==> config.mk <==
export PLATFORM = sky130hd
export DESIGN_NAME = char_lcd_write_sequencer
export DESIGN_NICKNAME = d
export VERILOG_FILES = /design/src/hdl/lcdws_pkg.sv /design/src/hdl/lcdws_ctrl.sv /design/src/hdl/lcdws_dp.sv /design/src/hdl/char_lcd_write_sequencer.sv
export SDC_FILE = /design/constraint.sdc
export NUM_CORES = 1
export LEC_CHECK = 0
export ABC_AREA = 1
export BUFFER_PORTS_ARGS = -buffer_cell sky130_fd_sc_hd__buf_2
export CORE_ASPECT_RATIO = 1.25
export CORE_UTILIZATION = 58
export DETAILED_ROUTE_END_ITERATION = 6
export PLACE_DENSITY_LB_ADDON = 0.1
export SYNTH_ARGS = -nofsm -noshare
export SYNTH_HDL_FRONTEND = slang
export SYNTH_SLANG_ARGS = --single-unit
export TNS_END_PERCENT = 30
==> constraint.sdc <==
create_clock -name clock -period 2.3 [get_ports clock]
set_input_delay 0.23 -clock clock [delete_from_list [all_inputs] [get_ports clock]]
set_output_delay 0.23 -clock clock [all_outputs]
set_load 0.03 [all_outputs]
==> src/hdl/lcdws_pkg.sv <==
`default_nettype none

package lcdws_pkg;

   localparam int MAX_DIGITS  = 16;
   localparam int NUM_BITS    = 16;
   localparam int BCD_DIGITS  = 5;
   localparam int BCD_W       = 4 * BCD_DIGITS;
   localparam int BIT_CNT_W   = $clog2(NUM_BITS);
   localparam int STEP_W      = $clog2(MAX_DIGITS + 2);
   localparam int DIGIT_IDX_W = $clog2(BCD_DIGITS);
   localparam int INIT_WRITES = 4;

   typedef enum logic [1:0] {
      ACT_INIT   = 2'd0,
      ACT_CHAR   = 2'd1,
      ACT_NUMBER = 2'd2,
      ACT_NONE   = 2'd3
   } action_type;

   localparam logic [1:0] TOP_LINE = 2'd1;

   localparam logic [7:0] CMD_FUNCTION_SET = 8'h38;
   localparam logic [7:0] CMD_DISPLAY_ON   = 8'h0C;
   localparam logic [7:0] CMD_ENTRY_MODE   = 8'h06;
   localparam logic [7:0] CMD_CLEAR        = 8'h01;
   localparam logic [7:0] CMD_SET_DDRAM    = 8'h80;
   localparam logic [7:0] LINE2_OFFSET     = 8'h40;
   localparam logic [7:0] ASCII_ZERO       = 8'h30;

   typedef struct packed {
      logic load;
      logic conv;
      logic advance;
   } dp_cmd_type;

   typedef struct packed {
      logic conv_done;
      logic last;
   } dp_status_type;

endpackage

`default_nettype wire

==> src/hdl/lcdws_ctrl.sv <==
`default_nettype none

module lcdws_ctrl (
   input  wire logic                     clock,
   input  wire logic                     reset,
   input  wire logic                     req_valid,
   input  wire logic [1:0]               req_action,
   output logic                          req_ready,
   output logic                          rsp_valid,
   input  wire logic                     rsp_ready,
   output lcdws_pkg::dp_cmd_type         cmd,
   input  wire lcdws_pkg::dp_status_type status
);
   import lcdws_pkg::*;

   typedef enum logic [2:0] {
      ST_IDLE = 3'b001,
      ST_CONV = 3'b010,
      ST_SEND = 3'b100
   } state_type;

   state_type state_ff, state_in;

   always_comb begin
      state_in  = state_ff;
      req_ready = 1'b0;
      rsp_valid = 1'b0;
      cmd       = '0;
      unique case (state_ff)
         ST_IDLE: begin
            req_ready = 1'b1;
            if (req_valid) begin
               cmd.load = 1'b1;
               unique case (req_action) inside
                  ACT_INIT, ACT_CHAR: state_in = ST_SEND;
                  ACT_NUMBER:         state_in = ST_CONV;
                  default:            state_in = ST_IDLE;
               endcase
            end
         end
         ST_CONV: begin
            cmd.conv = 1'b1;
            if (status.conv_done) begin
               state_in = ST_SEND;
            end
         end
         ST_SEND: begin
            rsp_valid = 1'b1;
            if (rsp_ready) begin
               if (status.last) begin
                  state_in = ST_IDLE;
               end else begin
                  cmd.advance = 1'b1;
               end
            end
         end
         default: state_in = ST_IDLE;
      endcase
   end

   always_ff @(posedge clock) begin
      if (reset) begin
         state_ff <= ST_IDLE;
      end else begin
         state_ff <= state_in;
      end
   end

endmodule

`default_nettype wire

==> src/hdl/lcdws_dp.sv <==
`default_nettype none

module lcdws_dp (
   input  wire logic                 clock,
   input  wire lcdws_pkg::dp_cmd_type cmd,
   output lcdws_pkg::dp_status_type  status,
   input  wire logic [1:0]           req_action,
   input  wire logic [1:0]           req_line,
   input  wire logic [4:0]           req_column,
   input  wire logic [7:0]           req_char_code,
   input  wire logic [15:0]          req_number,
   input  wire logic [4:0]           req_digit_count,
   output logic                      rsp_is_data,
   output logic [7:0]                rsp_bus_byte,
   output logic                      rsp_last
);
   import lcdws_pkg::*;

   action_type                         action_ff, action_in;
   logic [1:0]                         line_ff, line_in;
   logic [4:0]                         column_ff, column_in;
   logic [7:0]                         char_ff, char_in;
   logic [NUM_BITS-1:0]                num_sh_ff, num_sh_in;
   logic [STEP_W-1:0]                  count_ff, count_in;
   logic [STEP_W-1:0]                  step_ff, step_in;
   logic [BIT_CNT_W-1:0]               bit_cnt_ff, bit_cnt_in;
   logic [BCD_DIGITS-1:0][3:0]         bcd_ff, bcd_in;
   logic [BCD_DIGITS-1:0][3:0]         bcd_adj;
   logic [BCD_W-1:0]                   bcd_flat;

   logic [7:0]        col_m1;
   logic [7:0]        cursor;
   logic [STEP_W-1:0] digit_pos;
   logic [3:0]        digit;

   // double dabble: add-3 correction then shift in one number bit per cycle
   always_comb begin
      for (int i = 0; i < BCD_DIGITS; i++) begin
         bcd_adj[i] = (bcd_ff[i] >= 4'd5) ? bcd_ff[i] + 4'd3 : bcd_ff[i];
      end
      bcd_flat = bcd_adj;
   end

   always_comb begin
      action_in  = action_ff;
      line_in    = line_ff;
      column_in  = column_ff;
      char_in    = char_ff;
      num_sh_in  = num_sh_ff;
      count_in   = count_ff;
      step_in    = step_ff;
      bit_cnt_in = bit_cnt_ff;
      bcd_in     = bcd_ff;
      if (cmd.load) begin
         action_in  = action_type'(req_action);
         line_in    = req_line;
         column_in  = req_column;
         char_in    = req_char_code;
         num_sh_in  = req_number;
         count_in   = (req_digit_count > 5'(MAX_DIGITS)) ? STEP_W'(MAX_DIGITS)
                                                         : STEP_W'(req_digit_count);
         step_in    = '0;
         bit_cnt_in = '0;
         bcd_in     = '0;
      end else if (cmd.conv) begin
         bcd_in     = {bcd_flat[BCD_W-2:0], num_sh_ff[NUM_BITS-1]};
         num_sh_in  = {num_sh_ff[NUM_BITS-2:0], 1'b0};
         bit_cnt_in = bit_cnt_ff + 1'b1;
      end else if (cmd.advance) begin
         step_in = step_ff + 1'b1;
      end
   end

   always_ff @(posedge clock) begin
      action_ff  <= action_in;
      line_ff    <= line_in;
      column_ff  <= column_in;
      char_ff    <= char_in;
      num_sh_ff  <= num_sh_in;
      count_ff   <= count_in;
      step_ff    <= step_in;
      bit_cnt_ff <= bit_cnt_in;
      bcd_ff     <= bcd_in;
   end

   assign status.conv_done = (bit_cnt_ff == BIT_CNT_W'(NUM_BITS - 1));

   // column wraps through 8 bits, second line sits at offset 0x40
   always_comb begin
      col_m1 = {3'b000, column_ff} - 8'd1;
      cursor = CMD_SET_DDRAM | ((line_ff == TOP_LINE) ? col_m1 : col_m1 + LINE2_OFFSET);
   end

   // digit of weight 10^pos, positions beyond the bcd register read as zero
   always_comb begin
      digit_pos = count_ff - step_ff;
      digit     = 4'd0;
      if (digit_pos < STEP_W'(BCD_DIGITS)) begin
         digit = bcd_ff[digit_pos[DIGIT_IDX_W-1:0]];
      end
   end

   always_comb begin
      rsp_is_data  = 1'b0;
      rsp_bus_byte = 8'h00;
      rsp_last     = 1'b0;
      unique case (action_ff)
         ACT_INIT: begin
            case (step_ff[1:0])
               2'd0:    rsp_bus_byte = CMD_FUNCTION_SET;
               2'd1:    rsp_bus_byte = CMD_DISPLAY_ON;
               2'd2:    rsp_bus_byte = CMD_ENTRY_MODE;
               default: rsp_bus_byte = CMD_CLEAR;
            endcase
            rsp_last = (step_ff == STEP_W'(INIT_WRITES - 1));
         end
         ACT_CHAR: begin
            rsp_is_data  = (step_ff != '0);
            rsp_bus_byte = (step_ff == '0) ? cursor : char_ff;
            rsp_last     = (step_ff != '0);
         end
         ACT_NUMBER: begin
            rsp_is_data  = (step_ff != '0);
            rsp_bus_byte = (step_ff == '0) ? cursor : (ASCII_ZERO | {4'b0000, digit});
            rsp_last     = (step_ff == count_ff);
         end
         default: begin
            rsp_is_data  = 1'b0;
            rsp_bus_byte = 8'h00;
            rsp_last     = 1'b0;
         end
      endcase
   end

   assign status.last = rsp_last;

endmodule

`default_nettype wire

==> src/hdl/char_lcd_write_sequencer.sv <==
// character lcd write sequencer, 8-bit bus
// req_ channel: one display request per item (init, show character, show number).
// rsp_ channel: one item per bus write; rsp_is_data is the register select, rsp_bus_byte
// the byte, rsp_last marks the final write of the request.
// init gives four command writes, show character gives cursor command then the character,
// show number gives cursor command then digit_count ascii digits (at most 16), most significant first.
// a request with action code 3 is dropped and gives no write.
// writes start the cycle after the request is taken for init and character; a number
// first runs a binary-to-bcd conversion (one bit per cycle). writes then go out one
// per cycle while the receiver takes them at once, and the controller returns to idle
// after the last write before the next request is taken.
// one request is in flight at a time; req_ready is high only while no writes are pending.
// when the receiver stalls, rsp_valid and the payload hold until the write is taken.
// synchronous reset returns the controller to idle and drops any pending writes.
`default_nettype none

module char_lcd_write_sequencer (
   input  wire logic        clock,
   input  wire logic        reset,
   input  wire logic        req_valid,
   output logic             req_ready,
   input  wire logic [1:0]  req_action,
   input  wire logic [1:0]  req_line,
   input  wire logic [4:0]  req_column,
   input  wire logic [7:0]  req_char_code,
   input  wire logic [15:0] req_number,
   input  wire logic [4:0]  req_digit_count,
   output logic             rsp_valid,
   input  wire logic        rsp_ready,
   output logic             rsp_is_data,
   output logic [7:0]       rsp_bus_byte,
   output logic             rsp_last
);
   import lcdws_pkg::*;

   dp_cmd_type    cmd;
   dp_status_type status;

   lcdws_ctrl u_ctrl (
      .clock      (clock),
      .reset      (reset),
      .req_valid  (req_valid),
      .req_action (req_action),
      .req_ready  (req_ready),
      .rsp_valid  (rsp_valid),
      .rsp_ready  (rsp_ready),
      .cmd        (cmd),
      .status     (status)
   );

   lcdws_dp u_dp (
      .clock           (clock),
      .cmd             (cmd),
      .status          (status),
      .req_action      (req_action),
      .req_line        (req_line),
      .req_column      (req_column),
      .req_char_code   (req_char_code),
      .req_number      (req_number),
      .req_digit_count (req_digit_count),
      .rsp_is_data     (rsp_is_data),
      .rsp_bus_byte    (rsp_bus_byte),
      .rsp_last        (rsp_last)
   );

endmodule

`default_nettype wire

Word-level counts from Yosys, hierarchy flattened. Index checks and enable logic that the tools add are counted.

Register bits after elaboration: 70. Bits of input ports: 42. Output and inout port bits: 12. Logic and storage cells: 91.

Reductions and logical operators: 10. Order comparisons: 8. Equal/unequal tests: 17. Bitwise gates (word level): 1. Muxes and demuxes: 31. $add $sub $neg: 10.

Operator list (number): $mux W16 (2); $mux W4 (6); $pmux W8 S3 (1); $ge A4 B3 Y1 const B (5); $pmux W6 S3 (1); $add A4 B2 Y4 const B (4); $mux W8 (2); $mux W3 (5); $bmux W4 S3 (1); $mux W1 (9); $pmux W3 S3 (1); $eq A2 B1 Y1 const B (4); $ne A2 B2 Y1 const B (4); $add A7 B7 Y7 const B (1); $mux W7 (1); $eq A2 B2 Y1 const B (3); $logic_not A2 Y1 (3); $pmux W3 S2 (1); $sub A5 B1 Y6 const B (1); $add A5 B1 Y5 const B (1); $eq A5 B2 Y1 const B (1); $eq A5 B5 Y1 (1); $gt A5 B5 Y1 const B (1); $logic_not A5 Y1 (1); other kinds (16) (17).

Longest topological paths before layout. Gate-level depths: netlist of run 1.

Depth in word-level cells: 6. Mapped depth: 15. Gate-level depth less buffers: 15.

Cells and area by module. A second synthesis of run 1 with hierarchy kept.

Cell total of the unflattened synthesis: 502. Area, all modules: 4002.6 um^2.

Modules (own cells, without submodules): lcdws_dp (times used 1, seq. area each 1721.7 um^2, area each 3766.1 um^2, cells an instance 461); lcdws_ctrl (times used 1, seq. area each 60.1 um^2, area each 236.5 um^2, cells an instance 41).

Worst setup path before layout of run 1. No wires, ideal clock.

Path type: reg2out. Start point: register u_dp.step_ff[0]. End point: output rsp_bus_byte[3]. Slack: -0.191 ns. Data arrival time: 2.261 ns. Path buffers: 0. Required time: 2.070 ns. Cell stages (with the launch flop): 15. Cells stage by stage: dfxtp_1 ha_1 inv_1 fa_1 inv_2 nand2_1 nand3_1 nand2_1 inv_1 nand3_1 nor2_1 nand2_1 nand2_1 nand2_1 a21oi_1.

Longest elaborated chain between the ends: 6. Elaborated cells on any way between the ends: 13. Those cells by class: 1 x add/sub; 1 x order compare; 2 x eq/ne; 7 x mux; 2 x reduce/logical.

RTL lines: start: declaration (line lcdws_dp.sv:25) `logic [STEP_W-1:0] step_ff, step_in;`; start signal: assignment (line lcdws_dp.sv:81) `step_ff <= step_in;`; $sub A5 B5 Y5 (line lcdws_dp.sv:96) `digit_pos = count_ff - step_ff;`; $bmux W4 S3 (line lcdws_dp.sv:99) `digit = bcd_ff[digit_pos[DIGIT_IDX_W-1:0]];`; $mux W4 (not written as such) (line lcdws_dp.sv:99); $mux W4 (line lcdws_dp.sv:98) `if (digit_pos < STEP_W'(BCD_DIGITS)) begin`; $mux W8 (line lcdws_dp.sv:124) `rsp_bus_byte = (step_ff == '0) ? cursor : (ASCII_ZERO | {4'b0000, digit});`; $pmux W8 S3 * (line lcdws_dp.sv:107) `unique case (action_ff)`; end: declaration (line char_lcd_write_sequencer.sv:31) `output logic [7:0] rsp_bus_byte,`.

Mark *: on every way between the ends. The rest lies on a longest branch, timed or not. The select of a mux whose other input is x is not followed.

Final worst setup path of run 1.
Start point: register u_dp.count_ff[0]. End point: output rsp_bus_byte[2].

Longest elaborated chain between the ends: 6. Elaborated cells on any way between the ends: 7. Those cells by class: 1 x add/sub; 1 x order compare; 5 x mux.

RTL lines: start: declaration (line lcdws_dp.sv:24) `logic [STEP_W-1:0] count_ff, count_in;`; start signal: assignment (line lcdws_dp.sv:80) `count_ff <= count_in;`; $sub A5 B5 Y5 * (line lcdws_dp.sv:96); $bmux W4 S3 (line lcdws_dp.sv:99); $mux W4 (not written as such) (line lcdws_dp.sv:99); $mux W4 * (line lcdws_dp.sv:98); $mux W8 * (line lcdws_dp.sv:124); $pmux W8 S3 * (line lcdws_dp.sv:107).

Marks and branches as above.

==> metrics.yaml, run 1 <==
port_buffers: 53
syn_inst: 485
cpMostUsedCell: "nand2_1"
num_vias: 3327
ys_warn_count: 0
grt-ovfl-total: 0
required_ps: 2070
layout_setup_ws_ps: -422
relSlewSlack_pct: 63.3
clock_skew_ps: 13.6
holdWs_ps: 50.0
fillers: 568
seqPwrFrac_pct: 47.6
globalplace.congestion: 0.844
slew_viol_final: 0
synth_top_cell_area_share_pct: 29.2
regArea_mm2: 0.00178
worst-path-buf-inv: 5
hpwlAfterDp_um: 5980
fin_cells: 646
power.total_mw: 3.20
mostFrequentLayoutCells: "nand2_1, inv_1, buf_2"
drt_iter0_markers: 119
nNetsFinal: 621
yosysTopAreaCell: "edfxtp_1"
clk_path_buf_depth: 2
clk_latency_ps: 350
slowest_delay_ps: 470
multi_input_area_mm2: 0.00186
crit_family: "adder cells"
path_clk_slew_ps: 80
ys_seq_elements: 70
grt_max_degree: 47
totalWireLength_um: 8210
period_share_pct: 118
fmax_ghz: 0.367
syn_area_per_cell_um2: 8.04
core-area_mm2: 0.00652
avgRoutedWirePerCell_um: 12.7
drv_cap: 0
path_cells: "inv_1 -> ha_2 -> inv_2 -> fa_1 -> inv_2 -> buf_12 -> nand4_1 -> o22ai_1 -> nand2_1 -> nand2_1 -> nand2_1 -> a21oi_2 -> buf_6"
cts_sinks: 70
post-place-cells: 629
first_pass_iters: 4
ys_types: 33
p_int_mw: 2.19
ioPinCount: 54
synth_nets: 552
synth_area_leaders: "edfxtp_1, dfxtp_1, nand2_1, ha_1, inv_1"
cp.arrival_ps: 2490
critPathCaptureType: "output pin"
floorplan.die.height_um: 93.7
hold_path_class: "input pin to flip-flop"
drc: 0
path_max_fanout: 7
cts_root_buf: "clkbuf_8"
syn-cell-area_mm2: 0.00390
fin_util_pct: 70.8
placed_cell_area_mm2: 0.00438
syn_to_final_growth_pct: 18.3
final-hold-violation-count: 0
antenna_found_initial: 0
vdd_drop_max_uv: 533
crit_type: "flip-flop to output pin"
diodes: 0
die_w_um: 75.4
rsz0062_at_grt: "true"
placementRows: 33
sw_frac_of_total_pct: 31.6
p_clk_share_pct: 26.7
drive_gt1_share_pct: 18.8
powerDensity_mw_per_mm2: 694
grt_pass1_wl_um: 13400
h-tree-depth: 3
dieArea_mm2: 0.00706
setup_viol: 4
cp_slowest_cell: "fa_1"
viasPerCell: 5.15
ys_seq_area_share_pct: 45.7
p_comb_share_pct: 25.8
start_kind: "flip-flop"
min_period_ps: 2720
cts_tree: "yes"
outcome: "finished, violations left"
worstMarginPinSlew_ps: 551
numCtsBuffers: 9
final_area_mm2: 0.00462
start_util_pct: 59.8
switchingPower_mw: 1.01
grt_pass1_vias: 3172
final_common_cell: "nand2_1"
antenna_left: 0
grtUsageTotal_pct: 25.0
hold_buffers: 0
violations: "negative setup slack"
p_leak_nw: 2.19
worst paths after layout:
check	from	to	slack, ps	cells past startpoint
worst min register to register	u_dp.bit_cnt_ff[3]	u_dp.bit_cnt_ff[3]	460	1
worst max-delay path	u_dp.count_ff[0]	rsp_bus_byte[2]	-420	13
worst min-delay path	req_char_code[5]	u_dp.char_ff[5]	50	1
worst max register to register	u_dp.step_ff[1]	u_ctrl.state_ff[1]	490	11
flip-flops by register name, summed over array words and instances (netlist names), 3 cells and up:
name             count
u_dp.bcd_ff         20
u_dp.num_sh_ff      16
u_dp.char_ff         8
u_dp.column_ff       5
u_dp.count_ff        5
u_dp.step_ff         5
u_dp.bit_cnt_ff      4
u_ctrl.state_ff      3
layer usage:
metal	vias to the layer above	routed length, µm	global-route usage [%]
li1	1731	-	-
met1	1524	3630	28.0
met2	61	4210	45.9
met3	11	240	4.72
met4	0	131	8.95
met5	-	0	0
kinds of logic after synthesis:
| group | Yosys count | synth area share, % |
|---|---|---|
| AND/OR/NAND/NOR | 200 | 22.0 |
| AO/OA/AOI/OAI | 94 | 13.1 |
| buffers and inverters | 84 | 8.34 |
| flip-flops | 70 | 45.7 |
| adder cells (fa/ha/maj) | 25 | 8.21 |
| XOR/XNOR | 12 | 2.69 |
stage by stage:
step	worst slack, ps	setup TNS [ps]
after global routing	-556	-2570
after global placement	-80.3	-190
after detailed placement	-151	-494
after CTS	-407	-1590
after floorplan	-40.7	-122
final	-422	-1580
what timing repair did:
item / in CTS / in global routing
endpoints found under the setup margin: 5 / 7
buffers inserted: 0 / 1
gates resized for setup: 11 / 9
synthesized netlist by cell type (all sizes together):
cell	count
and3	1
o22ai	6
o211ai	6
o21bai	3
xor2	9
ha	24
o21ai	40
and2	1
or2	2
buf	9
edfxtp	38
nand4	5
nor3	3
a31oi	2
a21oi	36
o21a	1
xnor2	3
nand3	36
inv	72
clkbuf	3
dfxtp	32
nand2	127
nor2	25
fa	1
area by class of cell:
type	count	area share (%)
tap	87	2.36
clock buffer	13	3.22
inverter	72	5.93
sequential	70	38.6
clock inverter	3	0.271
multi-input combinational	331	40.2
timing repair buffer	70	9.38
power by group through the flow:
stage,logic (mW),clock network (mW),registers [mW]
after CTS,0.812,0.868,1.52
final,0.825,0.854,1.52
after floorplan,0.540,0,1.54
after global placement,0.766,0,1.55
after detailed placement,0.784,0,1.55
after global routing,0.925,0.913,1.54
No activity file was read; power rests on OpenSTA's default activity.
==> run 2, diff against run 1 <==
--- a/config.mk
+++ b/config.mk
@@ -9,6 +9,7 @@
 export BUFFER_PORTS_ARGS = -buffer_cell sky130_fd_sc_hd__buf_2
 export CORE_ASPECT_RATIO = 1.25
 export CORE_UTILIZATION = 58
+export CTS_CLUSTER_SIZE = 40
 export DETAILED_ROUTE_END_ITERATION = 6
 export PLACE_DENSITY_LB_ADDON = 0.1
 export SYNTH_ARGS = -nofsm -noshare
==> constraint.sdc (replaced) <==
create_clock -name clock -period 2.82 [get_ports clock]
set_input_delay 0.282 -clock clock [delete_from_list [all_inputs] [get_ports clock]]
set_output_delay 0.282 -clock clock [all_outputs]
set_load 0.03 [all_outputs]
==> run 2 against run 1 <==
The run now ends clean. Sequential power is 18% lower. Largest cell class unchanged. Highest routed layer unchanged. Non-clock buffer count is 10 lower. Critical endpoint is now rsp_bus_byte[3]. Register-to-register slack better by 410 ps. Largest power group unchanged.
==> metrics.yaml, run 2 (synthesis gave the netlist of run 1 again) <==
fin_util_pct: 70.1  # -0.69 points
start_util_pct: 59.8  # unchanged
syn_to_final_growth_pct: 17.2
globalplace.congestion: 0.839  # -0.62%
relSlewSlack_pct: 64.5  # +1.3 points
drive_gt1_share_pct: 18.4  # -0.39 points
antenna_found_initial: 0  # unchanged
nNetsFinal: 611  # -1.6%
hold_path_class: "input pin to flip-flop"
slew_viol_final: 0  # unchanged
core-area_mm2: 0.00652  # unchanged
min_period_ps: 2810
final-hold-violation-count: 0  # unchanged
fillers: 569  # +0.18%
cp.arrival_ps: 2530  # +40 ps
largest_register: "u_dp.bcd_ff"
clk_path_buf_depth: 2  # unchanged
drv_cap: 0  # unchanged
setup_tns_ps: 0  # +1580 ps
drc: 0  # unchanged
cts_root_buf: "clkbuf_8"
worstMarginPinSlew_ps: 532  # -18.9 ps
numCtsBuffers: 9  # unchanged
setup_viol: 0  # -4
drt_iter0_markers: 208  # +75%
grt_max_degree: 47  # unchanged
num_vias: 3294  # -0.99%
mostFrequentLayoutCells: "nand2_1, inv_1, buf_2"
hpwlAfterDp_um: 5830  # -2.4%
grt_pass1_wl_um: 12800  # -4.8%
critPathCaptureType: "output pin"
start_kind: "flip-flop"
path_max_fanout: 5  # -2
antenna_left: 0  # unchanged
preCtsSetupSlack_ps: 222  # +373 ps
holdPathStages: 1  # unchanged
rrSetupSlack_ps: 900  # +410 ps
floorplan.die.height_um: 93.7  # unchanged
avgRoutedWirePerCell_um: 12.7  # +0.21%
clock_skew_ps: 3.74  # -9.84 ps
powerDensity_mw_per_mm2: 603  # -13%
fin_cells: 636  # -1.5%
hold_buffers: 0  # unchanged
die_w_um: 75.4  # unchanged
rr_endpoint: "u_dp.num_sh_ff[14]"
grtUsageTotal_pct: 24.2  # -0.85 points
hold_start: "req_char_code[1]"
h-tree-depth: 3  # unchanged
period_share_pct: 99.6
grt-ovfl-total: 0  # unchanged
diodes: 0  # unchanged
rsz0062_at_grt: "true"
outcome: "complete, no violations"
cts_tree: "yes"
reg2reg_from: "u_ctrl.state_ff[2]"
r2r_cells: 6  # -5
holdWs_ps: 107  # +56.6 ps
largest_reg_flops: 20  # unchanged
crit_type: "flip-flop to output pin"
placementRows: 33  # unchanged
grt_pass1_vias: 3010  # -5.1%
final_common_cell: "nand2_1"
clk_latency_ps: 350  # about the same
path_clk_slew_ps: 70  # about the same
holdPathEnd: "u_dp.char_ff[1]"
layout_setup_ws_ps: 11.4  # +433 ps
p_leak_nw: 2.16  # -1.6%
fmax_ghz: 0.356
required_ps: 2540  # +470 ps
totalWireLength_um: 8100  # -1.3%
vdd_drop_max_uv: 463  # -13%
first_pass_iters: 4  # unchanged
top_regs: "u_dp.bcd_ff (20), u_dp.num_sh_ff (16), u_dp.char_ff (8)"
port_buffers: 53  # unchanged
dieArea_mm2: 0.00706  # unchanged
ioPinCount: 54  # unchanged
cts_sinks: 70  # unchanged
post-place-cells: 616  # -2.1%
viasPerCell: 5.18  # +0.56%
## run 2: changes by cell type in the layout (fill, tap and decap cells not counted), moves of 2 or more
cell | before | now
buf_4 | 16 | 7
dfxtp_2 | 0 | 2
bufinv_16 | 0 | 2
dfxtp_1 | 32 | 30
clkbuf_1 | 3 | 0
## run 2: how the worst max path moves through the flow
stage	from	endpoint	slack (ps)
after CTS	u_dp.step_ff[0]	rsp_bus_byte[2]	0.9
after floorplan	u_dp.step_ff[0]	rsp_bus_byte[3]	280
after detailed placement	u_dp.step_ff[0]	rsp_bus_byte[1]	220
final	u_dp.step_ff[1]	rsp_bus_byte[3]	10
after global routing	u_dp.count_ff[0]	rsp_bus_byte[3]	-80
after global placement	u_dp.step_ff[0]	rsp_bus_byte[3]	310
## run 2: worst max-delay path: stages, from the launching register on
cell	delay [ps]
dfxtp_1	390
inv_1	140
fa_2	640
inv_4	50
buf_6	120
o211ai_1	90
nand2_1	90
o21ai_2	140
nand2_1	60
nand2_1	60
nand2_1	70
a21oi_2	170
buf_6	150
## run 2: per-layer routing
metal / part of all wire [%] / track usage, %
met1: 42 / 26.1
met2: 52 / 44.5
met3: 4.0 / 5.58
met4: 1.5 / 8.95
met5: 0 / 0
## run 2: repair_timing
item / in CTS / in global routing
resized for setup: 8 / 18
buffers inserted: 2 / 2
pin swaps: 1 / 10
setup endpoints to repair: 4 / 4
## run 2: final cells by class
| class | count | area [µm²] | area share [%] |
|---|---|---|---|
| flip-flops and latches | 70 | 1780 | 39.0 |
| well taps | 87 | 109 | 2.38 |
| clock inverters | 7 | 88.8 | 1.94 |
| repair buffers | 60 | 343 | 7.50 |
| multi-input cells | 331 | 1850 | 40.5 |
| clock buffers | 9 | 124 | 2.71 |
| inverters | 72 | 273 | 5.97 |
## run 2: stage by stage
| step | instance area, µm² | total power, mW |
|---|---|---|
| global route | 4570 | 2.91 |
| floorplan | 3900 | 1.68 |
| CTS | 4490 | 2.74 |
| detailed placement | 4250 | 1.85 |
| global placement | 4250 | 1.84 |
| finish | 4570 | 2.76 |
## run 2: power by group
part	leakage [nW]	internal (mW)	switching [mW]
Combinational	1.43	0.226	0.422
Clock	0.103	0.491	0.375
Sequential	0.625	1.20	0.0393
